$ cat config.mk
export PLATFORM = sky130hd
export DESIGN_NAME = keypad_password_lock_fsm
export DESIGN_NICKNAME = d
export VERILOG_FILES = /design/src/rtl/kpl_pkg.sv /design/src/rtl/kpl_cfg_regs.sv /design/src/rtl/kpl_fsm.sv /design/src/rtl/keypad_password_lock_fsm.sv
export SDC_FILE = /design/constraint.sdc
export NUM_CORES = 1
export LEC_CHECK = 0
export BUFFER_PORTS_ARGS = -buffer_cell sky130_fd_sc_hd__buf_4
export CORE_ASPECT_RATIO = 0.7
export CORE_MARGIN = 2
export CORE_UTILIZATION = 45
export DETAILED_ROUTE_END_ITERATION = 8
export PLACE_DENSITY = 0.69
export REMOVE_ABC_BUFFERS = 1
export SLEW_MARGIN = 20
export SYNTH_ARGS = -nofsm -noshare
export SYNTH_HDL_FRONTEND = slang
export SYNTH_SLANG_ARGS = --single-unit
$ cat constraint.sdc
create_clock -name aclk -period 2.5 [get_ports aclk]
set_input_delay 0.375 -clock aclk [delete_from_list [all_inputs] [get_ports aclk]]
set_output_delay 0.375 -clock aclk [all_outputs]
set_load 0.01 [all_outputs]
$ cat src/rtl/kpl_pkg.sv
// Shared types, codes and reset values for the keypad password lock.
// No dependencies; every other file takes names from here by scope or by import.
package kpl_pkg;

    localparam int MAX_DIGITS_DEF = 6;
    localparam int PASS_SLOTS     = 6;

    localparam int DIGIT_W   = 4;
    localparam int PW_DIG_W  = 24;
    localparam int PW_LEN_W  = 3;
    localparam int TRIES_W   = 4;
    localparam int STATE_W   = 3;
    localparam int CFG_IDX_W = 2;
    localparam int CFG_DAT_W = 24;
    localparam int S_DATA_W  = 8;
    localparam int M_DATA_W  = 24;

    localparam logic [STATE_W-1:0] ST_READY  = 3'd0;
    localparam logic [STATE_W-1:0] ST_RESET  = 3'd1;
    localparam logic [STATE_W-1:0] ST_ENTER  = 3'd2;
    localparam logic [STATE_W-1:0] ST_CHECK  = 3'd3;
    localparam logic [STATE_W-1:0] ST_WRONG  = 3'd4;
    localparam logic [STATE_W-1:0] ST_LOCKED = 3'd5;
    localparam logic [STATE_W-1:0] ST_MENU   = 3'd6;

    localparam logic [DIGIT_W-1:0] KEY_DIGIT_MAX = 4'd9;
    localparam logic [DIGIT_W-1:0] KEY_A         = 4'd10;
    localparam logic [DIGIT_W-1:0] KEY_B         = 4'd11;
    localparam logic [DIGIT_W-1:0] KEY_C         = 4'd12;
    localparam logic [DIGIT_W-1:0] KEY_E         = 4'd14;
    localparam logic [DIGIT_W-1:0] MASK_SYMBOL   = 4'd10;

    localparam logic [CFG_IDX_W-1:0] REG_PW_DIGITS   = 2'd0;
    localparam logic [CFG_IDX_W-1:0] REG_PW_LENGTH   = 2'd1;
    localparam logic [CFG_IDX_W-1:0] REG_TRIES_LIMIT = 2'd2;

    localparam logic [PW_DIG_W-1:0] PW_DIGITS_RST   = 24'd0;
    localparam logic [PW_LEN_W-1:0] PW_LENGTH_RST   = 3'd4;
    localparam logic [TRIES_W-1:0]  TRIES_LIMIT_RST = 4'd3;
    localparam logic [PW_LEN_W-1:0] PW_LENGTH_MAX   = 3'd6;

    typedef struct packed {
        logic [PW_DIG_W-1:0] password_digits;
        logic [PW_LEN_W-1:0] password_length;
        logic [TRIES_W-1:0]  tries_limit;
    } cfg_t;

    typedef struct packed {
        logic [STATE_W-1:0] fsm_state;
        logic               echo_valid;
        logic [DIGIT_W-1:0] echo_symbol;
        logic               show_digits;
        logic [2:0]         entered_count;
        logic [TRIES_W-1:0] tries_remaining;
        logic               green_led;
        logic               red_led;
        logic               buzzer_pulse;
    } result_t;

endpackage

$ cat src/rtl/kpl_cfg_regs.sv
// Configuration register file of the keypad password lock.
// Depends on kpl_pkg for register indexes, reset values and cfg_t.
module kpl_cfg_regs (
    input  logic                          aclk,
    input  logic                          aresetn,
    input  logic                          wr_en,
    input  logic [kpl_pkg::CFG_IDX_W-1:0] wr_index,
    input  logic [kpl_pkg::CFG_DAT_W-1:0] wr_data,
    output kpl_pkg::cfg_t                 cfg
);

    kpl_pkg::cfg_t cfg_reg;

    always_ff @(posedge aclk) begin
        if (!aresetn) begin
            cfg_reg.password_digits <= kpl_pkg::PW_DIGITS_RST;
            cfg_reg.password_length <= kpl_pkg::PW_LENGTH_RST;
            cfg_reg.tries_limit     <= kpl_pkg::TRIES_LIMIT_RST;
        end else if (wr_en) begin
            case (wr_index)
                kpl_pkg::REG_PW_DIGITS: begin
                    cfg_reg.password_digits <= wr_data[kpl_pkg::PW_DIG_W-1:0];
                end
                kpl_pkg::REG_PW_LENGTH: begin
                    cfg_reg.password_length <= wr_data[kpl_pkg::PW_LEN_W-1:0];
                end
                kpl_pkg::REG_TRIES_LIMIT: begin
                    cfg_reg.tries_limit <= wr_data[kpl_pkg::TRIES_W-1:0];
                end
                default: begin
                end
            endcase
        end
    end

    assign cfg = cfg_reg;

endmodule

$ cat src/rtl/kpl_fsm.sv
// Lock state machine: state, entered digits, counters, and the result of one step.
// Depends on kpl_pkg for state and key codes, cfg_t and result_t.
module kpl_fsm #(
    parameter int MAX_DIGITS = kpl_pkg::MAX_DIGITS_DEF
) (
    input  logic                        aclk,
    input  logic                        aresetn,
    input  logic                        step_en,
    input  logic                        key_present,
    input  logic [kpl_pkg::DIGIT_W-1:0] key_code,
    input  kpl_pkg::cfg_t               cfg,
    output kpl_pkg::result_t            result
);

    localparam int CNT_W = $clog2(MAX_DIGITS + 1);
    localparam int CMP_W = (CNT_W > kpl_pkg::PW_LEN_W) ? CNT_W : kpl_pkg::PW_LEN_W;
    localparam int NSLOT = (MAX_DIGITS < kpl_pkg::PASS_SLOTS) ? MAX_DIGITS
                                                              : kpl_pkg::PASS_SLOTS;
    localparam logic [CNT_W-1:0] CNT_FULL = CNT_W'(MAX_DIGITS);

    logic [kpl_pkg::STATE_W-1:0] state_reg, state_next;
    logic [CNT_W-1:0]            count_reg, count_next;
    logic [kpl_pkg::TRIES_W-1:0] tries_reg, tries_next;
    logic                        show_reg, show_next;
    logic                        green_reg, green_next;
    logic                        red_reg, red_next;
    logic [kpl_pkg::DIGIT_W-1:0] digits_reg [MAX_DIGITS];

    logic                        digit_we;
    logic                        echo_valid;
    logic [kpl_pkg::DIGIT_W-1:0] echo_symbol;
    logic                        buzz;
    logic                        entry_match;

    always_comb begin
        logic ok;
        ok = (cfg.password_length <= kpl_pkg::PW_LENGTH_MAX) &&
             (CMP_W'(count_reg) == CMP_W'(cfg.password_length));
        for (int i = 0; i < NSLOT; i++) begin
            if ((CNT_W'(i) < count_reg) &&
                (digits_reg[i] != cfg.password_digits[4*i +: kpl_pkg::DIGIT_W])) begin
                ok = 1'b0;
            end
        end
        entry_match = ok;
    end

    always_comb begin
        state_next  = state_reg;
        count_next  = count_reg;
        tries_next  = tries_reg;
        show_next   = show_reg;
        green_next  = green_reg;
        red_next    = red_reg;
        digit_we    = 1'b0;
        echo_valid  = 1'b0;
        echo_symbol = '0;
        buzz        = 1'b0;
        case (state_reg)
            kpl_pkg::ST_READY: begin
                state_next = kpl_pkg::ST_RESET;
            end
            kpl_pkg::ST_RESET: begin
                count_next = '0;
                show_next  = 1'b0;
                state_next = kpl_pkg::ST_ENTER;
            end
            kpl_pkg::ST_ENTER: begin
                if (key_present) begin
                    if (key_code inside {[4'd0:kpl_pkg::KEY_DIGIT_MAX]}) begin
                        if (count_reg < CNT_FULL) begin
                            digit_we    = 1'b1;
                            count_next  = count_reg + CNT_W'(1);
                            echo_valid  = 1'b1;
                            echo_symbol = show_reg ? key_code : kpl_pkg::MASK_SYMBOL;
                        end
                    end else if (key_code == kpl_pkg::KEY_A) begin
                        show_next = ~show_reg;
                    end else if (key_code == kpl_pkg::KEY_E) begin
                        state_next = kpl_pkg::ST_CHECK;
                    end
                end
            end
            kpl_pkg::ST_CHECK: begin
                if (entry_match) begin
                    green_next = 1'b1;
                    red_next   = 1'b0;
                    tries_next = cfg.tries_limit;
                    state_next = kpl_pkg::ST_MENU;
                end else begin
                    if (tries_reg != '0) begin
                        tries_next = tries_reg - kpl_pkg::TRIES_W'(1);
                    end
                    state_next = kpl_pkg::ST_WRONG;
                end
            end
            kpl_pkg::ST_WRONG: begin
                state_next = (tries_reg != '0) ? kpl_pkg::ST_RESET : kpl_pkg::ST_LOCKED;
            end
            kpl_pkg::ST_LOCKED: begin
                red_next   = 1'b1;
                green_next = 1'b0;
                buzz       = 1'b1;
                if (key_present && (key_code == kpl_pkg::KEY_C)) begin
                    red_next   = 1'b0;
                    tries_next = cfg.tries_limit;
                    state_next = kpl_pkg::ST_READY;
                end
            end
            kpl_pkg::ST_MENU: begin
                if (key_present && (key_code == kpl_pkg::KEY_B)) begin
                    green_next = 1'b0;
                    state_next = kpl_pkg::ST_RESET;
                end
            end
            default: begin
                state_next = kpl_pkg::ST_READY;
            end
        endcase
    end

    always_ff @(posedge aclk) begin
        if (!aresetn) begin
            state_reg <= kpl_pkg::ST_READY;
            count_reg <= '0;
            tries_reg <= kpl_pkg::TRIES_LIMIT_RST;
            show_reg  <= 1'b0;
            green_reg <= 1'b0;
            red_reg   <= 1'b0;
        end else if (step_en) begin
            state_reg <= state_next;
            count_reg <= count_next;
            tries_reg <= tries_next;
            show_reg  <= show_next;
            green_reg <= green_next;
            red_reg   <= red_next;
        end
    end

    always_ff @(posedge aclk) begin
        for (int i = 0; i < MAX_DIGITS; i++) begin
            if (step_en && digit_we && (count_reg == CNT_W'(i))) begin
                digits_reg[i] <= key_code;
            end
        end
    end

    always_comb begin
        result.fsm_state       = state_next;
        result.echo_valid      = echo_valid;
        result.echo_symbol     = echo_symbol;
        result.show_digits     = show_next;
        result.entered_count   = 3'(count_next);
        result.tries_remaining = tries_next;
        result.green_led       = green_next;
        result.red_led         = red_next;
        result.buzzer_pulse    = buzz;
    end

endmodule

$ cat src/rtl/keypad_password_lock_fsm.sv
// Keypad password lock: one keypad scan per item, one result item per scan. An accepted
// item is held in an input register, steps the lock state machine and lands in an output
// register, from which its result is offered; a new item is taken every cycle, and only a
// stalled result queue (m_tready low) slows intake. Configuration writes complete in the
// cycle they are offered. Depends on kpl_pkg, kpl_cfg_regs, kpl_fsm.
module keypad_password_lock_fsm #(
    parameter int MAX_DIGITS = kpl_pkg::MAX_DIGITS_DEF
) (
    input  logic                           aclk,
    input  logic                           aresetn,
    input  logic                           s_tvalid,
    output logic                           s_tready,
    input  logic [kpl_pkg::S_DATA_W-1:0]   s_tdata,   // [3:0] key_code, rest zero
    input  logic                           s_tuser,   // [0] key_present
    output logic                           m_tvalid,
    input  logic                           m_tready,
    // [2:0] fsm_state, [6:3] echo_symbol, [7] show_digits, [10:8] entered_count,
    // [14:11] tries_remaining, [15] green_led, [16] red_led, [17] buzzer_pulse, rest zero
    output logic [kpl_pkg::M_DATA_W-1:0]   m_tdata,
    output logic                           m_tuser,   // [0] echo_valid
    input  logic                           cfg_valid,
    output logic                           cfg_ready,
    input  logic [kpl_pkg::CFG_IDX_W-1:0]  cfg_index,
    input  logic [kpl_pkg::CFG_DAT_W-1:0]  cfg_data
);

    kpl_pkg::cfg_t    cfg;
    kpl_pkg::result_t step_result;
    kpl_pkg::result_t out_reg;

    logic                        in_valid_reg;
    logic                        in_present_reg;
    logic [kpl_pkg::DIGIT_W-1:0] in_key_reg;
    logic                        m_valid_reg;
    logic                        advance;

    assign advance   = in_valid_reg && (!m_valid_reg || m_tready);
    assign s_tready  = !in_valid_reg || advance;
    assign cfg_ready = 1'b1;

    always_ff @(posedge aclk) begin
        if (!aresetn) begin
            in_valid_reg <= 1'b0;
        end else if (s_tready) begin
            in_valid_reg <= s_tvalid;
        end
    end

    always_ff @(posedge aclk) begin
        if (s_tready && s_tvalid) begin
            in_present_reg <= s_tuser;
            in_key_reg     <= s_tdata[kpl_pkg::DIGIT_W-1:0];
        end
    end

    kpl_cfg_regs u_cfg (
        .aclk     (aclk),
        .aresetn  (aresetn),
        .wr_en    (cfg_valid && cfg_ready),
        .wr_index (cfg_index),
        .wr_data  (cfg_data),
        .cfg      (cfg)
    );

    kpl_fsm #(
        .MAX_DIGITS (MAX_DIGITS)
    ) u_fsm (
        .aclk        (aclk),
        .aresetn     (aresetn),
        .step_en     (advance),
        .key_present (in_present_reg),
        .key_code    (in_key_reg),
        .cfg         (cfg),
        .result      (step_result)
    );

    always_ff @(posedge aclk) begin
        if (!aresetn) begin
            m_valid_reg <= 1'b0;
        end else if (advance) begin
            m_valid_reg <= 1'b1;
        end else if (m_tready) begin
            m_valid_reg <= 1'b0;
        end
    end

    always_ff @(posedge aclk) begin
        if (advance) begin
            out_reg <= step_result;
        end
    end

    assign m_tvalid = m_valid_reg;
    assign m_tuser  = out_reg.echo_valid;
    assign m_tdata  = {6'd0,
                       out_reg.buzzer_pulse,
                       out_reg.red_led,
                       out_reg.green_led,
                       out_reg.tries_remaining,
                       out_reg.entered_count,
                       out_reg.show_digits,
                       out_reg.echo_symbol,
                       out_reg.fsm_state};

endmodule

== After elaboration in Yosys (flattened, before gate mapping) ==
Memories as Yosys holds them, arrays and structs flattened.
Cells that the tools add are included.
Storage, ports and cells
  register bits: 70
  memories kept: 1
  logic and storage cells: 167
  RAM bits: 24
  bits in latches: 0
  bits of input ports: 40
  bits in read-only memories: 0
  output and inout port bits: 28
Memories
  u_fsm.digits_reg: depth 6, width 4, read ports 6, clocked after memory_dff 0, wr ports 1, line kpl_fsm.sv:27  | logic [kpl_pkg::DIGIT_W-1:0] digits_reg [MAX_DIGITS];
Operators by class
  $add $sub $neg: 2
  equal/unequal tests: 24
  shifts and indexed selects: 0
  mux-type cells: 68
  multipliers: 0
  $lt $le $gt $ge: 10
  reduce and logical (&&, ||, !) cells: 38
  div/mod/pow operators: 0
  bitwise operators: 1
Operators with widths (number)
  $mux 3: 15
  $mux 1: 37
  $mux 4: 9
  $ne 4x4->1: 6
  $pmux 3 s7: 1
  $reduce_or 4->1: 5
  $logic_and 1x1->1: 19
  $eq 4x4->1 const B: 4
  $eq 3x3->1 const B: 5
  $eq 3x2->1 const B: 4
  $pmux 4 s2: 1
  $eq 3x1->1 const B: 2
  $logic_not 3->1: 2
  $lt 1x3->1 const A: 2
  $lt 2x3->1 const A: 2
  $lt 3x3->1 const A: 2
  $pmux 3 s2: 1
  $reduce_and 2->1: 3
  $reduce_and 5->1: 1
  $ge 4x1->1 const B: 1
  $le 4x4->1 const B: 1
  $pmux 1 s2: 2
  $reduce_and 4->1: 1
  $reduce_bool 4->1: 1
  other kinds (14): 16

== Longest topological paths before layout ==
  depth after elaboration: 15
  mapped depth: 9
  gate-level depth less buffers: 8

== Hierarchy ==
A second synthesis with hierarchy kept.
Second synthesis, totals
  cells, all modules: 420
  area, all modules: 4460.5 µm²
Modules (own cells, without submodules)
  kpl_fsm: area an instance 2311.0 µm², times used 1, cells an instance 248
  kpl_cfg_regs: area an instance 1265.0 µm², times used 1, cells an instance 130
  keypad_password_lock_fsm: area an instance 884.6 µm², times used 1, cells an instance 42

== Worst setup path before layout ==
No wires, ideal clock.
  path kind: reg2reg
  start point: register m_valid_reg (netlist: m_tvalid)
  end point: memory u_fsm.digits_reg[1][0] (netlist name) (enable)
  stages on the path, launching flop included: 7
  clock period less this slack: 2.257 ns
  data arrival time: 1.927 ns
  setup time: 0.329 ns
  slack: 0.243 ns
  cell sequence: dfxtp_1 > nor2b_1 > nand2b_1 > inv_1 > clkbuf_1 > nand3_1 > nor2_1
On the way
  cells in the longest elaborated chain, start to end: 13
  elaborated cells on any way between the ends: 37
RTL lines
  start: declaration: line keypad_password_lock_fsm.sv:34  | logic m_valid_reg;
  start signal: assignment: line keypad_password_lock_fsm.sv:79  | m_valid_reg <= 1'b0;
  start signal: assignment: line keypad_password_lock_fsm.sv:81  | m_valid_reg <= 1'b1;
  start signal: assignment: line keypad_password_lock_fsm.sv:83  | m_valid_reg <= 1'b0;
  $logic_not 1->1 *: line keypad_password_lock_fsm.sv:37  | assign advance = in_valid_reg && (!m_valid_reg || m_tready);
  $logic_or 1x1->1 *: line keypad_password_lock_fsm.sv:37
  $logic_and 1x1->1 *: line keypad_password_lock_fsm.sv:37
  named net advance: line keypad_password_lock_fsm.sv:35  | logic advance;
  $logic_and 1x1->1 *: line kpl_fsm.sv:142  | if (step_en && digit_we && (count_reg == CNT_W'(i))) begin
  $logic_and 1x1->1: line kpl_fsm.sv:142
  $mux 1: line kpl_fsm.sv:142
  $mux 1 (not written as such): line kpl_fsm.sv:143  | digits_reg[i] <= key_code;
  $reduce_or 4->1 (no source line)
  $mux 3 (no source line) / $mux 1 (equally long branches) (5 in a row)
  end: declaration: line kpl_fsm.sv:27
The timed path passes the listed nets; every way through them passes the cells marked *.

==> impl_results.html <==
<table>
<tr><th>Metric</th><th>Value</th></tr>
<tr><th colspan="2">Timing</th></tr>
<tr><td>Number of endpoints failing setup at the final stage</td><td>0</td></tr>
<tr><td>Slew Limit Fails</td><td>0</td></tr>
<tr><td>Worst rel slew slack</td><td>58.53%</td></tr>
<tr><td>Min Clock Period, post-route</td><td>approximately 2.2 ns</td></tr>
<tr><td>Total negative slack for setup checks</td><td>0 ns</td></tr>
<tr><td>Period Utilization, post-route</td><td>89.30%</td></tr>
<tr><td>Unrepaired setup endpoints after global routing</td><td>no</td></tr>
<tr><td>Maximum achievable frequency</td><td>447.9 MHz</td></tr>
<tr><td>Setup slack after layout</td><td>0.2674 ns</td></tr>
<tr><td>Tightest Pin Transition</td><td>0.6204 ns</td></tr>
<tr><td>Final Skew</td><td>0.01125 ns</td></tr>
<tr><td>Smallest hold slack</td><td>0.2028 ns</td></tr>
<tr><td>Hold violation total from the final report</td><td>0</td></tr>
<tr><th colspan="2">Pwr</th></tr>
<tr><td>Combinational share of power</td><td>7.4%</td></tr>
<tr><td>Internal power summed over all cells</td><td>2.539 mW</td></tr>
<tr><td>Leakage dissipation</td><td>1.901 nW</td></tr>
<tr><td>Fraction of power spent switching nets</td><td>22.06%</td></tr>
<tr><td>Sequential Power Share</td><td>52.3%</td></tr>
<tr><td>Overall Power</td><td>about 3.3 mW</td></tr>
<tr><td>Clock share of power</td><td>between 40% and 50%</td></tr>
<tr><td>Worst vdd rail ir drop</td><td>0.4898 mV</td></tr>
<tr><td>Net Sw Power</td><td>0.7186 mW</td></tr>
<tr><td>Power per unit of standard cell area</td><td>642.8 nW/um^2</td></tr>
<tr><th colspan="2">Setup path</th></tr>
<tr><td>Critical path's largest stage delay</td><td>0.38 ns</td></tr>
<tr><td>Cells traversed along the worst timing path</td><td>xnor2_1, a41oi_1, a2111oi_2, nand4_1, o31ai_4, nand2_2, o221ai_1</td></tr>
<tr><td>Cell family contributing the most delay on the critical path</td><td>compound AO/OA/AOI/OAI gates</td></tr>
<tr><td>Top fanout value on the critical path</td><td>5</td></tr>
<tr><td>WS Path Type</td><td>flip-flop to flip-flop</td></tr>
<tr><td>RR Startpoint</td><td>u_fsm.digits_reg[2][0]$_DFFE_PP_</td></tr>
<tr><td>Critical Path Slowest Stage Cell</td><td>sky130_fd_sc_hd__edfxtp_1</td></tr>
<tr><td>Worst Path Arrival</td><td>2.39 ns</td></tr>
<tr><td>Setup crit start kind</td><td>flip-flop</td></tr>
<tr><td>Buffer and inverter count on the worst path</td><td>0</td></tr>
<tr><td>Data required time at the worst endpoint</td><td>2.66 ns</td></tr>
<tr><td>Worst Setup SP</td><td>u_fsm.digits_reg[2][0]$_DFFE_PP_</td></tr>
<tr><td>Critical path capture point type</td><td>flip-flop</td></tr>
<tr><th colspan="2">GRT</th></tr>
<tr><td>Tot GR Track Use</td><td>around 18%</td></tr>
<tr><td>Pin count of the biggest net entering global routing</td><td>47</td></tr>
<tr><td>Final global-route overflow total</td><td>0</td></tr>
<tr><td>Number of global-route vias before repair</td><td>3004</td></tr>
<tr><td>Initial antenna violation count</td><td>0</td></tr>
<tr><td>Global-route wire length before repair</td><td>14.53 mm</td></tr>
<tr><th colspan="2">Layout</th></tr>
<tr><td>Number of flip-flops in the largest register</td><td>31</td></tr>
<tr><td>Final core utilization</td><td>55.20%</td></tr>
<tr><td>Cell area after layout</td><td>around 5100 um^2</td></tr>
<tr><td>NumNets Final</td><td>512</td></tr>
<tr><td>Share of final-layout standard cells stronger than drive strength 1</td><td>19.87%</td></tr>
<tr><td>Area overhead of the layout relative to synthesis</td><td>18.11%</td></tr>
<tr><td>Total inserted antenna cells</td><td>0</td></tr>
<tr><td>Post-layout instance count excluding filler cells</td><td>just under 600</td></tr>
<tr><th colspan="2">Routing</th></tr>
<tr><td>DRC violation total after the first TritonRoute iteration</td><td>225</td></tr>
<tr><td>DRC violations left</td><td>0</td></tr>
<tr><td>Detailed-router iteration count before antenna repair</td><td>5</td></tr>
<tr><td>Detailed-route vias per instance</td><td>~5.2</td></tr>
<tr><td>Remaining antenna violation count after routing</td><td>0</td></tr>
<tr><td>Total via count after detailed routing</td><td>3098</td></tr>
<tr><td>Detailed-route wire length per cell</td><td>14.61 um</td></tr>
<tr><td>Post-detailed-routing wire length</td><td>between 8 and 9 mm</td></tr>
<tr><th colspan="2">Logic synthesis</th></tr>
<tr><td>Most common flop cell mapped by yosys</td><td>sky130_fd_sc_hd__edfxtp_1</td></tr>
<tr><td>Cell area after synthesis</td><td>between 4000 and 5000 um^2</td></tr>
<tr><td>Number of flops mapped to enable cells by yosys</td><td>48</td></tr>
<tr><td>Synthesis-stage register bit count</td><td>94</td></tr>
<tr><td>Number of unique standard cell types used by synthesis</td><td>55</td></tr>
<tr><td>Mean cell area of the mapped netlist</td><td>10.36 um^2</td></tr>
<tr><td>Proportion of synthesized flip-flops having asynchronous set or reset</td><td>0%</td></tr>
<tr><td>Synthesized instance count</td><td>414</td></tr>
<tr><td>Seq/Total Area, Yosys</td><td>between 50% and 60%</td></tr>
<tr><td>Yosys synthesis warning count</td><td>0</td></tr>
<tr><th colspan="2">Die</th></tr>
<tr><td>Effective utilization at floorplan</td><td>a little under half</td></tr>
<tr><td>Vertical extent of the die</td><td>about 86 um</td></tr>
<tr><td>Row count</td><td>29</td></tr>
<tr><td>Horiz. Die Dim</td><td>around 120 um</td></tr>
<tr><td>Number of placed I/O pins</td><td>68</td></tr>
<tr><td>Die Footprint</td><td>10340 um^2</td></tr>
<tr><td>Core area</td><td>9180 um^2</td></tr>
<tr><th colspan="2">Clocking</th></tr>
<tr><td>H-tree Lvls</td><td>3</td></tr>
<tr><td>Clock root cell</td><td>sky130_fd_sc_hd__clkbuf_16</td></tr>
<tr><td>Clk pin slew, worst setup/hold paths</td><td>0.06 ns</td></tr>
<tr><td>TritonCTS clock tree</td><td>yes</td></tr>
<tr><td>Max Buffers Root-to-Sink</td><td>2</td></tr>
<tr><td>Clock Latency Late Sink</td><td>about 0.35 ns</td></tr>
<tr><td>Clock buffers created by TritonCTS</td><td>9</td></tr>
<tr><td>Clock sink count</td><td>94</td></tr>
<tr><th colspan="2">Place</th></tr>
<tr><td>Post-detail-place hpwl</td><td>a little over 6 mm</td></tr>
<tr><td>Routability cong.</td><td>0.8053</td></tr>
<tr><td>Post-placement setup slack</td><td>0.2738 ns</td></tr>
<tr><td>DP Area</td><td>4777 um^2</td></tr>
<tr><td>Post-placement cell count</td><td>581</td></tr>
<tr><td>Count of buffers inserted at the top-level ports</td><td>56</td></tr>
<tr><th colspan="2">Status</th></tr>
<tr><td>Result of the run</td><td>finished, final reports clean</td></tr>
<tr><th colspan="2">Flow run</th></tr>
<tr><td>Max-cap violation count</td><td>0</td></tr>
<tr><th colspan="2">Worst hold path</th></tr>
<tr><td>Hold path startpoint</td><td>s_tuser</td></tr>
<tr><td>Worst hold path type</td><td>input port to flip-flop</td></tr>
</table>
[Yosys cell counts, drive strengths merged, types with 2 or more instances]
| cell | n | share of area, % |
|---|---|---|
| a21boi | 26 | 4.5 |
| a21oi | 8 | 0.93 |
| a31oi | 4 | 0.58 |
| a32oi | 3 | 0.61 |
| a41oi | 3 | 0.61 |
| and2 | 5 | 0.73 |
| and3 | 3 | 0.47 |
| buf | 12 | 2.3 |
| clkbuf | 16 | 2.1 |
| conb | 2 | 0.18 |
| dfxtp | 46 | 21 |
| edfxtp | 48 | 34 |
| ha | 4 | 1.2 |
| inv | 15 | 1.3 |
| mux2i | 7 | 1.6 |
| nand2 | 85 | 7.5 |
| nand2b | 2 | 0.29 |
| nand3 | 6 | 0.70 |
| nand3b | 3 | 0.52 |
| nand4 | 6 | 0.87 |
| nor2 | 23 | 2.0 |
| nor2b | 6 | 0.87 |
| nor3 | 5 | 0.70 |
| nor3b | 6 | 1.0 |
| nor4 | 2 | 0.29 |
| o21a | 2 | 0.35 |
| o21ai | 20 | 2.3 |
| o31ai | 3 | 0.96 |
| or3 | 2 | 0.29 |
| xnor2 | 26 | 5.7 |
[placed cells by master, fill, tap and decap left out, types with 3 or more instances in the layout]
master / count
sky130_fd_sc_hd__a31oi_1: 4
sky130_fd_sc_hd__nor2_1: 23
sky130_fd_sc_hd__inv_1: 14
sky130_fd_sc_hd__edfxtp_1: 48
sky130_fd_sc_hd__o21ai_0: 18
sky130_fd_sc_hd__nor3_1: 4
sky130_fd_sc_hd__mux2i_1: 7
sky130_fd_sc_hd__buf_4: 66
sky130_fd_sc_hd__nand3b_1: 3
sky130_fd_sc_hd__a32oi_1: 3
sky130_fd_sc_hd__a21boi_0: 26
sky130_fd_sc_hd__and2_1: 5
sky130_fd_sc_hd__dfxtp_1: 45
sky130_fd_sc_hd__nand4_1: 6
sky130_fd_sc_hd__nor3b_1: 5
sky130_fd_sc_hd__xnor2_1: 24
sky130_fd_sc_hd__nand2_1: 84
sky130_fd_sc_hd__a21oi_1: 8
sky130_fd_sc_hd__conb_1: 7
sky130_fd_sc_hd__nor2b_1: 6
sky130_fd_sc_hd__ha_1: 4
sky130_fd_sc_hd__a41oi_1: 3
sky130_fd_sc_hd__nand3_1: 6
sky130_fd_sc_hd__clkbuf_16: 10
[repair_timing]
action / in CTS / in global routing
endpoints found under the setup margin: 0 / 1
buffers inserted: 0 / 0
resized for setup: 0 / 1
hold buffers: 0 / 0
[kinds of logic (layout without fill, tap and decap cells)]
family,Yosys count,in the layout,share of synthesized area (%)
simple gates,159,159,17.53
flops,94,94,55.06
compound gates,79,79,13.09
buf+inv,43,97,5.687
xor+xnor,26,26,5.658
mux,7,7,1.633
fa+ha+maj,4,4,1.167
other cells,2,7,0.1750
[path summary, 6_finish.rpt]
kind | endpoint | slack, ns | depth (start not counted)
setup / recovery | m_tdata[11]$_DFFE_PP_ | 0.27 | 7
hold reg to reg | u_cfg.cfg[28]$_SDFFE_PN0P_ | 0.48 | 2
hold / removal | in_present_reg$_DFFE_PP_ | 0.20 | 1
setup reg to reg | m_tdata[11]$_DFFE_PP_ | 0.27 | 7
[final cells by class]
class,count,area [um^2]
multi-input combinational,282,1708
tap,124,155.1
clock inverter,3,17.52
sequential,94,2364
timing repair buffer,66,495.5
fill,846,4113
inverter,15,56.30
clock buffer,13,271.5
[power groups by stage]
| stage | logic (mW) | clock network (mW) | registers [mW] |
|---|---|---|---|
| floorplan | 0.114 | 0 | 1.74 |
| global placement | 0.238 | 0 | 1.74 |
| detailed placement | 0.244 | 0 | 1.74 |
| CTS | 0.245 | 1.34 | 1.70 |
| global route | 0.274 | 1.39 | 1.71 |
| finish | 0.243 | 1.31 | 1.70 |
[metal layers]
layer | vias to the layer above | track usage (%) | part of all wire, %
li1 | 1535 | - | -
met1 | 1474 | 25.51 | 49
met2 | 81 | 27.84 | 43
met3 | 8 | 6.250 | 6.8
met4 | 0 | 4.757 | 0.83
met5 | - | 0 | 0
No activity file was read; power rests on OpenSTA's default activity.
